`config.mk`:
```
export PLATFORM = sky130hd
export DESIGN_NAME = seven_segment_scan_driver_unit
export DESIGN_NICKNAME = d
export VERILOG_FILES = /design/src/sv/sssd_pkg.sv /design/src/sv/sssd_digit_split.sv /design/src/sv/sssd_segment_encode.sv /design/src/sv/sssd_scan_prescaler.sv /design/src/sv/seven_segment_scan_driver_unit.sv
export SDC_FILE = /design/constraint.sdc
export NUM_CORES = 1
export LEC_CHECK = 0
export BUFFER_PORTS_ARGS = -buffer_cell sky130_fd_sc_hd__buf_2
export CORE_MARGIN = 5
export CORE_UTILIZATION = 68
export DETAILED_ROUTE_END_ITERATION = 8
export PLACE_DENSITY_LB_ADDON = 0.1
export SYNTH_ARGS = -nofsm -noshare
export SYNTH_HDL_FRONTEND = slang
export SYNTH_SLANG_ARGS = --single-unit
```
`constraint.sdc`:
```
create_clock -name clk -period 16.73 [get_ports clk]
set_input_delay 0.8365 -clock clk [delete_from_list [all_inputs] [get_ports clk]]
set_output_delay 0.8365 -clock clk [all_outputs]
set_load 0.05 [all_outputs]
```
`src/sv/sssd_pkg.sv`:
```
// shared types, constants and segment tables for the seven-segment scan driver
package sssd_pkg;

    localparam int DIGIT_COUNT = 4;
    localparam int POS_W       = 2;
    localparam int VALUE_W     = 14;
    localparam int SEG_W       = 8;
    localparam int EN_W        = 3;
    localparam int MODE_W      = 2;
    localparam int TICK_W      = 8;
    localparam int DIGIT_W     = 4;
    localparam int DEC_DIGITS  = 4;
    localparam int CFG_INDEX_W = 1;
    localparam int CFG_DATA_W  = 8;

    // last scan position before the wrap; the position register never exceeds three
    localparam logic [POS_W-1:0] SCAN_LAST =
        POS_W'((DIGIT_COUNT < 4 ? DIGIT_COUNT : 4) - 1);

    localparam logic [VALUE_W-1:0] VALUE_MAX = VALUE_W'(9999);

    localparam logic [MODE_W-1:0] MODE_NUMBER4 = 2'd0;
    localparam logic [MODE_W-1:0] MODE_NUMBER3 = 2'd1;
    localparam logic [MODE_W-1:0] MODE_BAR     = 2'd2;

    localparam logic [CFG_INDEX_W-1:0] CFG_DISPLAY_MODE    = 1'b0;
    localparam logic [CFG_INDEX_W-1:0] CFG_TICKS_PER_DIGIT = 1'b1;

    localparam logic [MODE_W-1:0] DISPLAY_MODE_RESET    = MODE_NUMBER4;
    localparam logic [TICK_W-1:0] TICKS_PER_DIGIT_RESET = 8'd6;

    localparam logic [SEG_W-1:0] BAR_PORT_B = 8'h23;

    typedef logic [DIGIT_W-1:0] digit_t;
    typedef digit_t digits_t [DEC_DIGITS];

    typedef struct packed {
        logic [MODE_W-1:0] mode;
        logic [POS_W-1:0]  pos;
    } scan_ctrl_t;

    typedef struct packed {
        logic [SEG_W-1:0] port_d;
        logic [SEG_W-1:0] port_b;
        logic [EN_W-1:0]  enable;
    } seg_result_t;

    function automatic logic [SEG_W-1:0] seg_d_lookup(input digit_t d);
        logic [SEG_W-1:0] s;
        unique case (d)
            4'd0:    s = 8'h28;
            4'd1:    s = 8'hE8;
            4'd2:    s = 8'h30;
            4'd3:    s = 8'hA0;
            4'd4:    s = 8'hE0;
            4'd5:    s = 8'hA0;
            4'd6:    s = 8'h20;
            4'd7:    s = 8'hE8;
            4'd8:    s = 8'h20;
            4'd9:    s = 8'hA0;
            default: s = 8'h00;
        endcase
        return s;
    endfunction

    function automatic logic [SEG_W-1:0] seg_b_lookup(input digit_t d);
        logic [SEG_W-1:0] s;
        unique case (d)
            4'd0:    s = 8'h00;
            4'd1:    s = 8'h03;
            4'd2:    s = 8'h01;
            4'd3:    s = 8'h01;
            4'd4:    s = 8'h02;
            4'd5:    s = 8'h20;
            4'd6:    s = 8'h20;
            4'd7:    s = 8'h01;
            4'd8:    s = 8'h00;
            4'd9:    s = 8'h00;
            default: s = 8'h00;
        endcase
        return s;
    endfunction

    function automatic logic [VALUE_W-1:0] bar_lo(input logic [POS_W-1:0] pos);
        logic [VALUE_W-1:0] t;
        unique case (pos)
            2'd0: t = VALUE_W'(50);
            2'd1: t = VALUE_W'(383);
            2'd2: t = VALUE_W'(649);
            2'd3: t = VALUE_W'(895);
        endcase
        return t;
    endfunction

    function automatic logic [VALUE_W-1:0] bar_hi(input logic [POS_W-1:0] pos);
        logic [VALUE_W-1:0] t;
        unique case (pos)
            2'd0: t = VALUE_W'(255);
            2'd1: t = VALUE_W'(511);
            2'd2: t = VALUE_W'(767);
            2'd3: t = VALUE_W'(1022);
        endcase
        return t;
    endfunction

endpackage

```
`src/sv/sssd_digit_split.sv`:
```
// saturating decimal split of the value into thousands, hundreds, tens and units
module sssd_digit_split
    import sssd_pkg::*;
(
    input  logic [VALUE_W-1:0] value,
    output digits_t            digits
);

    logic [VALUE_W-1:0] n;
    logic [9:0]         r1;
    logic [6:0]         r2;
    logic [3:0]         r3;
    digit_t             th;
    digit_t             hu;
    digit_t             te;

    // compare ladder per decade, remainder carried to the next decade
    always_comb
    begin
        n  = (value > VALUE_MAX) ? VALUE_MAX : value;
        th = '0;
        r1 = n[9:0];
        for (int k = 1; k <= 9; k++)
        begin
            if (n >= VALUE_W'(k * 1000))
            begin
                th = DIGIT_W'(k);
                r1 = 10'(n - VALUE_W'(k * 1000));
            end
        end
        hu = '0;
        r2 = r1[6:0];
        for (int k = 1; k <= 9; k++)
        begin
            if (r1 >= 10'(k * 100))
            begin
                hu = DIGIT_W'(k);
                r2 = 7'(r1 - 10'(k * 100));
            end
        end
        te = '0;
        r3 = r2[3:0];
        for (int k = 1; k <= 9; k++)
        begin
            if (r2 >= 7'(k * 10))
            begin
                te = DIGIT_W'(k);
                r3 = 4'(r2 - 7'(k * 10));
            end
        end
    end

    assign digits[0] = th;
    assign digits[1] = hu;
    assign digits[2] = te;
    assign digits[3] = r3;

endmodule

```
`src/sv/sssd_segment_encode.sv`:
```
// per-mode segment pattern and digit enable for the scanned position
module sssd_segment_encode
    import sssd_pkg::*;
(
    input  logic [VALUE_W-1:0] value,
    input  digits_t            digits,
    input  scan_ctrl_t         ctrl,
    output seg_result_t        result
);

    digit_t          d;
    logic [EN_W-1:0] en;

    assign d  = digits[ctrl.pos];
    assign en = EN_W'({1'b0, ctrl.pos}) + EN_W'(1);

    always_comb
    begin
        result = '0;
        unique case (ctrl.mode)
            MODE_NUMBER4, MODE_NUMBER3:
            begin
                // three-digit mode leaves the first position dark
                if (!(ctrl.mode == MODE_NUMBER3 && ctrl.pos == '0))
                begin
                    result.port_d = seg_d_lookup(d);
                    result.port_b = seg_b_lookup(d);
                    result.enable = en;
                end
            end
            MODE_BAR:
            begin
                if (value != '0)
                begin
                    if (value > bar_hi(ctrl.pos))
                        result.port_d = 8'h68;
                    else if (value > bar_lo(ctrl.pos))
                        result.port_d = 8'h78;
                    else
                        result.port_d = 8'hF8;
                    result.port_b = BAR_PORT_B;
                    result.enable = en;
                end
            end
            default:
            begin
                result = '0;
            end
        endcase
    end

endmodule

```
`src/sv/sssd_scan_prescaler.sv`:
```
// tick prescaler and scan position counter
module sssd_scan_prescaler
    import sssd_pkg::*;
(
    input  logic              clk,
    input  logic              rst_n,
    input  logic              advance,
    input  logic [TICK_W-1:0] ticks_per_digit,
    output logic [POS_W-1:0]  scan_pos
);

    logic [TICK_W-1:0] tick_count_reg;
    logic [TICK_W-1:0] tick_count_next;
    logic [POS_W-1:0]  scan_pos_reg;
    logic [POS_W-1:0]  scan_pos_next;
    logic [TICK_W-1:0] limit;
    logic [TICK_W:0]   cnt;

    // a zero setting behaves as one tick per digit
    assign limit = (ticks_per_digit == '0) ? TICK_W'(1) : ticks_per_digit;
    assign cnt   = {1'b0, tick_count_reg} + (TICK_W+1)'(1);

    always_comb
    begin
        tick_count_next = tick_count_reg;
        scan_pos_next   = scan_pos_reg;
        if (advance)
        begin
            if (cnt >= {1'b0, limit})
            begin
                tick_count_next = '0;
                scan_pos_next   = (scan_pos_reg == SCAN_LAST) ? '0
                                : scan_pos_reg + POS_W'(1);
            end
            else
            begin
                tick_count_next = cnt[TICK_W-1:0];
            end
        end
    end

    always_ff @(posedge clk or negedge rst_n)
    begin
        if (!rst_n)
        begin
            tick_count_reg <= '0;
            scan_pos_reg   <= '0;
        end
        else
        begin
            tick_count_reg <= tick_count_next;
            scan_pos_reg   <= scan_pos_next;
        end
    end

    assign scan_pos = scan_pos_reg;

endmodule

```
`src/sv/seven_segment_scan_driver_unit.sv`:
```
// top level of the multiplexed four-digit seven-segment scan driver
//
// Each accepted item is one timer tick carrying the value to show. The block
// returns one result item per tick: the two segment port bytes and the digit
// that is lit, taken at the scan position held before the tick; the tick then
// advances the prescaler, which steps the scan position every ticks_per_digit
// ticks (zero counts as one) and wraps after the last digit. An item can be
// accepted on every clock cycle while result_ready stays high. The accepting
// edge loads the input register; the result register then loads from it when
// it is free, and the result is on the outputs from that load. The work between
// the two registers is the decimal compare ladder and the table lookup. A
// held-off result stalls the input only once both registers are full.
// Configuration writes take effect at once and are accepted on every cycle.
module seven_segment_scan_driver_unit
    import sssd_pkg::*;
(
    input  logic                   clk,
    input  logic                   rst_n,
    // tick items
    input  logic                   item_valid,
    output logic                   item_ready,
    input  logic [VALUE_W-1:0]     value,
    // result items
    output logic                   result_valid,
    input  logic                   result_ready,
    output logic [SEG_W-1:0]       segment_port_d,
    output logic [SEG_W-1:0]       segment_port_b,
    output logic [EN_W-1:0]        digit_enable,
    // configuration writes
    input  logic                   cfg_valid,
    output logic                   cfg_ready,
    input  logic [CFG_INDEX_W-1:0] cfg_index,
    input  logic [CFG_DATA_W-1:0]  cfg_data
);

    // configuration registers
    logic [MODE_W-1:0]  display_mode_reg;
    logic [TICK_W-1:0]  ticks_per_digit_reg;

    // input stage
    logic               s1_valid_reg;
    logic [VALUE_W-1:0] s1_value_reg;
    logic [POS_W-1:0]   s1_pos_reg;

    // result stage
    logic               result_valid_reg;
    seg_result_t        result_reg;

    logic               item_accept;
    logic               result_advance;
    logic [POS_W-1:0]   scan_pos;
    digits_t            digits;
    scan_ctrl_t         ctrl;
    seg_result_t        result_next;

    assign cfg_ready = 1'b1;

    always_ff @(posedge clk or negedge rst_n)
    begin
        if (!rst_n)
        begin
            display_mode_reg    <= DISPLAY_MODE_RESET;
            ticks_per_digit_reg <= TICKS_PER_DIGIT_RESET;
        end
        else if (cfg_valid)
        begin
            unique case (cfg_index)
                CFG_DISPLAY_MODE:    display_mode_reg    <= cfg_data[MODE_W-1:0];
                CFG_TICKS_PER_DIGIT: ticks_per_digit_reg <= cfg_data[TICK_W-1:0];
            endcase
        end
    end

    // result register frees up when empty or taken; input stage moves when
    // the result register can take its item
    assign result_advance = !result_valid_reg || result_ready;
    assign item_ready     = !s1_valid_reg || result_advance;
    assign item_accept    = item_valid && item_ready;

    // prescaler steps on each accepted tick
    sssd_scan_prescaler u_prescaler (
        .clk             (clk),
        .rst_n           (rst_n),
        .advance         (item_accept),
        .ticks_per_digit (ticks_per_digit_reg),
        .scan_pos        (scan_pos)
    );

    // input register keeps the position seen before the tick
    always_ff @(posedge clk or negedge rst_n)
    begin
        if (!rst_n)
            s1_valid_reg <= 1'b0;
        else if (item_ready)
            s1_valid_reg <= item_valid;
    end

    always_ff @(posedge clk)
    begin
        if (item_accept)
        begin
            s1_value_reg <= value;
            s1_pos_reg   <= scan_pos;
        end
    end

    // decode between the input and result registers
    sssd_digit_split u_split (
        .value  (s1_value_reg),
        .digits (digits)
    );

    assign ctrl.mode = display_mode_reg;
    assign ctrl.pos  = s1_pos_reg;

    sssd_segment_encode u_encode (
        .value  (s1_value_reg),
        .digits (digits),
        .ctrl   (ctrl),
        .result (result_next)
    );

    always_ff @(posedge clk or negedge rst_n)
    begin
        if (!rst_n)
            result_valid_reg <= 1'b0;
        else if (result_advance)
            result_valid_reg <= s1_valid_reg;
    end

    always_ff @(posedge clk)
    begin
        if (result_advance && s1_valid_reg)
            result_reg <= result_next;
    end

    assign result_valid   = result_valid_reg;
    assign segment_port_d = result_reg.port_d;
    assign segment_port_b = result_reg.port_b;
    assign digit_enable   = result_reg.enable;

    // a dark digit drives no segments
    a_dark_digit_blank: assert property (@(posedge clk) disable iff (!rst_n)
        result_valid && digit_enable == '0 |-> segment_port_d == '0 && segment_port_b == '0)
        else $error("segments driven with no digit enabled");

    // enable never names a digit beyond the fourth
    a_enable_range: assert property (@(posedge clk) disable iff (!rst_n)
        result_valid |-> digit_enable <= EN_W'(4))
        else $error("digit enable out of range");

    // an empty result register never blocks input
    a_ready_when_empty: assert property (@(posedge clk) disable iff (!rst_n)
        !result_valid |-> item_ready)
        else $error("input stalled with empty result register");

    // scan position stays within the wrap
    a_pos_range: assert property (@(posedge clk) disable iff (!rst_n)
        scan_pos <= SCAN_LAST)
        else $error("scan position past last digit");

    // scan only moves on an accepted tick
    a_pos_hold: assert property (@(posedge clk) disable iff (!rst_n)
        !item_accept |=> $stable(scan_pos))
        else $error("scan position moved without a tick");

endmodule
```
[After elaboration in Yosys (flattened, before gate mapping)]
Memories as Yosys holds them, arrays and structs flattened.
Cells that the tools add are included.
Word-level totals
  output and inout port bits: 22
  bits in read-only memories: 128
  register bits: 57
  word-level logic and storage cells: 171
  memories: 2
Cells by class
  bitwise logic cells: 2
  mux-type cells: 73
  order comparisons: 32
  reduce and logical (&&, ||, !) cells: 15
  $add $sub $neg: 30
  eq/ne operators: 6
Memory list
  (name not given): depth 16, bits a word 5, rd ports 1, clocked after memory_dff 0, wr ports 0, line sssd_pkg.sv:50  | unique case (d)
  (name not given): depth 16, bits a word 3, rd ports 1, clocked after memory_dff 0, wr ports 0, line sssd_pkg.sv:68  | unique case (d)
Operators by type and width (number)
  $pmux W14 S4: 2
  $mux W10: 9
  $sub A10 B10 Y10 const B: 9
  $mux W14: 6
  $mux W4: 17
  $mux W7: 9
  $ge A14 B13 Y1 const B: 4
  $ge A10 B10 Y1 const B: 4
  $mux W19: 2
  $pmux W19 S2: 1
  $mux W3: 12
  $mux W8: 4
  $ge A10 B9 Y1 const B: 3
  $ge A14 B12 Y1 const B: 2
  $gt A14 B14 Y1: 2
  $sub A7 B7 Y7 const B: 4
  $ge A7 B6 Y1 const B: 3
  $ge A7 B7 Y1 const B: 3
  $sub A7 B6 Y7 const B: 3
  $sub A4 B4 Y4 const B: 5
  $ge A14 B10 Y1 const B: 1
  $ge A14 B11 Y1 const B: 1
  $ge A14 B14 Y1 const B: 1
  $ge A7 B5 Y1 const B: 2
  29 further kinds: 49

[Longest topological paths before layout]
An unclocked memory read counts as a cell.
  depth after elaboration: 38
  depth in mapped cells: 39
  mapped depth without buffers: 36

[Hierarchy]
A second synthesis with hierarchy kept.
Unflattened totals
  cells, all modules: 836
  area, all modules: 7046.8 µm²
Modules (own cells, without submodules)
  sssd_digit_split: cells each 576, seq. area each 0.0 µm², instances 1, area each 3853.7 µm²
  seven_segment_scan_driver_unit: cells each 67, seq. area each 1353.8 µm², instances 1, area each 1566.5 µm²
  sssd_segment_encode: cells each 108, seq. area each 0.0 µm², instances 1, area each 844.6 µm²
  sssd_scan_prescaler: cells each 85, seq. area each 250.2 µm², instances 1, area each 782.0 µm²

[Worst setup path before layout]
OpenSTA, ideal clock, no wires.
  path kind: reg2reg
  from: register s1_value_reg[12]
  to: register result_reg, in the netlist segment_port_d[7] (data pin)
  arrival time: 7.959 ns
  required time: 16.573 ns
  setup time: 0.157 ns
  cell stages (with the launch flop): 35
  path slack: 8.614 ns
  cell sequence: edfxtp_1 -> o21ai_0 -> clkbuf_1 -> and3_1 -> buf_2 -> clkinv_1 -> ha_1 -> a2111oi_0 -> o21ai_0 -> and2_1 -> a21o_1 -> o21ai_0 -> nor3_1 -> o311ai_2 -> ha_1 -> inv_1 -> or4_1 -> o2111a_1 -> nor2_1 -> o221ai_1 -> a31oi_1 -> nor2_2 -> xnor2_2 -> inv_2 -> ha_1 -> a21boi_0 -> nor2_1 -> a221o_1 -> o22a_1 -> a211oi_2 -> inv_1 -> ha_1 -> and3_1 -> o311a_1 -> nor3_1
RTL lines
  start, declared: line seven_segment_scan_driver_unit.sv:42  | logic [VALUE_W-1:0] s1_value_reg;
  start signal, assigned: line seven_segment_scan_driver_unit.sv:102  | s1_value_reg <= value;
  end signal, assigned: line seven_segment_scan_driver_unit.sv:134  | result_reg <= result_next;
  end, declared: line seven_segment_scan_driver_unit.sv:47  | seg_result_t result_reg;

==> metrics.cfg <==
[routing]
met1_length_mm = 8.35
route.met3.wl_mm = 2.61
wire_per_inst_um = 22.3
dr_wl_met2_mm = 10.1
wl_mm = 22.0
firstDrtPassIters = 6
vias = 7244
top_layer_used = met4
viasPerCell = 7.32
post-route-drc-count = 0
drtIter0Drc = 773
drtAntennaViolNets = 0

[status]
status = complete, no violations

[clock_network]
clkTransAtPathRegs_ps = 100
h-tree-depth = 2
cts_tree = done
cts.sinks = 49
clk_latency_ps = 320
cts_buffer_depth = 2
cts_made_buffers = 5
cts_setup_buffers = 0
holdBufCountCts = 0
ctsResizeCount = 0
clockRootBuffer = clkbuf_8

[worst_setup_path]
cp-end-kind = flop
crit_path_start_kind = flop
cp.required_ps = 16790
crit_fanout = 22
reg2reg_slack_ps = 6570
critPathArrivalTime_ps = 10220
crit_type = flop to flop
path_common_cell = ha_1
slowest_stage = o311ai_2
cp_slowest_stage_delay_ps = 680

[grt]
antenna_found_initial = 0
grt_max_degree = 23
grt_pass1_vias = 6754
grt-ovfl-total = 0
grt_usage_pct = 36.4
grt_pass1_wl_mm = 35.0

[placed_design]
numPortBuffers = 40
dpl.hpwl_mm = 16.0
place_congestion = 1.08
pre_cts_slack_ps = 7010

[floorplan]
core_mm2 = 0.00977
die_w_um = 110
die-area_mm2 = 0.0122
die_h_um = 110
fp-row-count = 36
start_util_pct = 70.0
pin_count = 50

[timing]
setup_viol = 0
relSlewSlack_pct = 29.6
fin_crit_ps = 10160
setup_tns_ps = 0
hold_viol = 0
setup_ws_ps = 6570
grt_setup_unrepaired = false
slew_violations = 0
fmax_mhz = 98.4
tightest_slew_ps = 1040
min_period_over_period_pct = 60.7
finalClockSkew_ps = 10.6

[worst_hold_path]
hp-class = input pin to asynchronous set/reset pin

[logic_synthesis]
async_flop_share_pct = 44.9
syn_area_per_cell_um2 = 8.14
yosys.cell_types.count = 104
synth-edff-count = 27
synthFlopType = edfxtp_1
yosysWarnings = 0
synthCells = 841
syn_area_mm2 = 0.00684
synth_top_area_share_pct = 12.8
yosysSeqAreaShare_pct = 19.9
synth.largest_area_cell = ha_1
synth-seq-cells = 49
synth_area_leaders = ha_1 13%, edfxtp_1 12%, dfrtp_1 7.3%

[finish]
drive_gt1_share_pct = 13.6
diodes = 0
area_growth_pct = 4.63
final_core_util_pct = 73.2
final_nets = 953
mostFrequentLayoutCells = 78 x nand2_1, 70 x ha_1, 55 x nor2_1, 54 x a21oi_1, 46 x o21ai_0
final_common_cell = nand2_1
fillers = 715
largest_register_ffs = 14

[power_and_ir_drop]
powerDensity_mw_per_mm2 = 122
p_leak_uw = 0.00285
ir_drop_uv = 139

[flow_run]
max_cap_viol_count = 0

## worst paths after layout
check / startpoint / endpoint / cells past startpoint
min reg2reg: u_prescaler.scan_pos[1] / s1_pos_reg[1] / 0
min: rst_n / ticks_per_digit_reg[5] / 1
min in group clk: u_prescaler.scan_pos[1] / s1_pos_reg[1] / 0
max: s1_value_reg[13] / segment_port_d[7] / 35
max reg2reg: s1_value_reg[13] / segment_port_d[7] / 35
max in group asynchronous: rst_n / ticks_per_digit_reg[1] / 1
## power breakdown
| group | internal (uW) | switching, uW | leakage [uW] | total, uW |
|---|---|---|---|---|
| combinational | 216 | 387 | 0.00227 | 603 |
| sequential | 154 | 29.2 | 0.000529 | 183 |
| clock | 45.1 | 42.3 | 0.0000577 | 87.4 |
| total | 415 | 459 | 0.00285 | 874 |
## cell usage after synthesis (6+ instances only)
master    count
nand2_1      78
ha_1         70
nor2_1       55
a21oi_1      54
o21ai_0      46
inv_1        35
nand3_1      33
xnor2_1      28
edfxtp_1     27
clkbuf_1     20
dfrtp_1      20
nand2b_1     18
nor3_1       16
o211ai_1     16
a31oi_1      15
mux2_2       15
buf_2        14
nand4_1      14
and2_1       12
and3_1       11
buf_4        11
mux2i_1      11
nor2b_1      11
or4_1        10
or3_1         9
a211oi_1      8
a21o_1        8
o21a_1        7
o21ai_1       7
o31ai_1       7
and4_1        6
nor4_1        6
o211a_1       6
o221ai_1      6
## worst max-delay path: cells and delay by family, from the launching register on
family,cells,cell delay (ps)
DFF,1,670
xor gates and xnor gates,1,220
muxes,1,80
and+or+nand+nor,10,2540
adders and majority gates,4,1280
buffers and inverters,5,1120
AOI/OAI and AO/OA,14,3990
## cells by family after synthesis
group                      count (synthesis)  share of synthesized area (%)
AOI/OAI and AO/OA                        266                           28.7
xor gates and xnor gates                  32                           4.43
adders and majority gates                 70                           12.8
buffers and inverters                     88                           5.78
DFF                                       49                           19.9
muxes                                     27                           4.28
other                                      2                          0.110
and+or+nand+nor                          307                           24.0
## final cells by class
class                      count  area, um2  area share (%)
clock buffer                   5       68.8           0.961
clock inverter                 3       45.0           0.629
inverter                      43        168            2.34
multi-input combinational    711       5110            71.4
sequential                    49       1360            19.0
tap                          133        166            2.32
timing repair buffer          45        238            3.32
## per-stage QoR
stage / hold WS, ps / power (uW) / instance area [um2] / instances
finish: 463 / 874 / 7160 / 989
CTS: 476 / 847 / 7160 / 989
floorplan: 447 / 621 / 6870 / 848
detailed placement: 477 / 750 / 7050 / 981
global route: 486 / 924 / 7160 / 989
global placement: 454 / 730 / 7050 / 981
## metal layers
layer	up-vias	GRT usage, %
met5	-	0
met4	0	15.0
met3	108	6.87
met2	581	60.0
met1	3346	46.9
li1	3209	-
No activity file was read; power rests on OpenSTA's default activity.
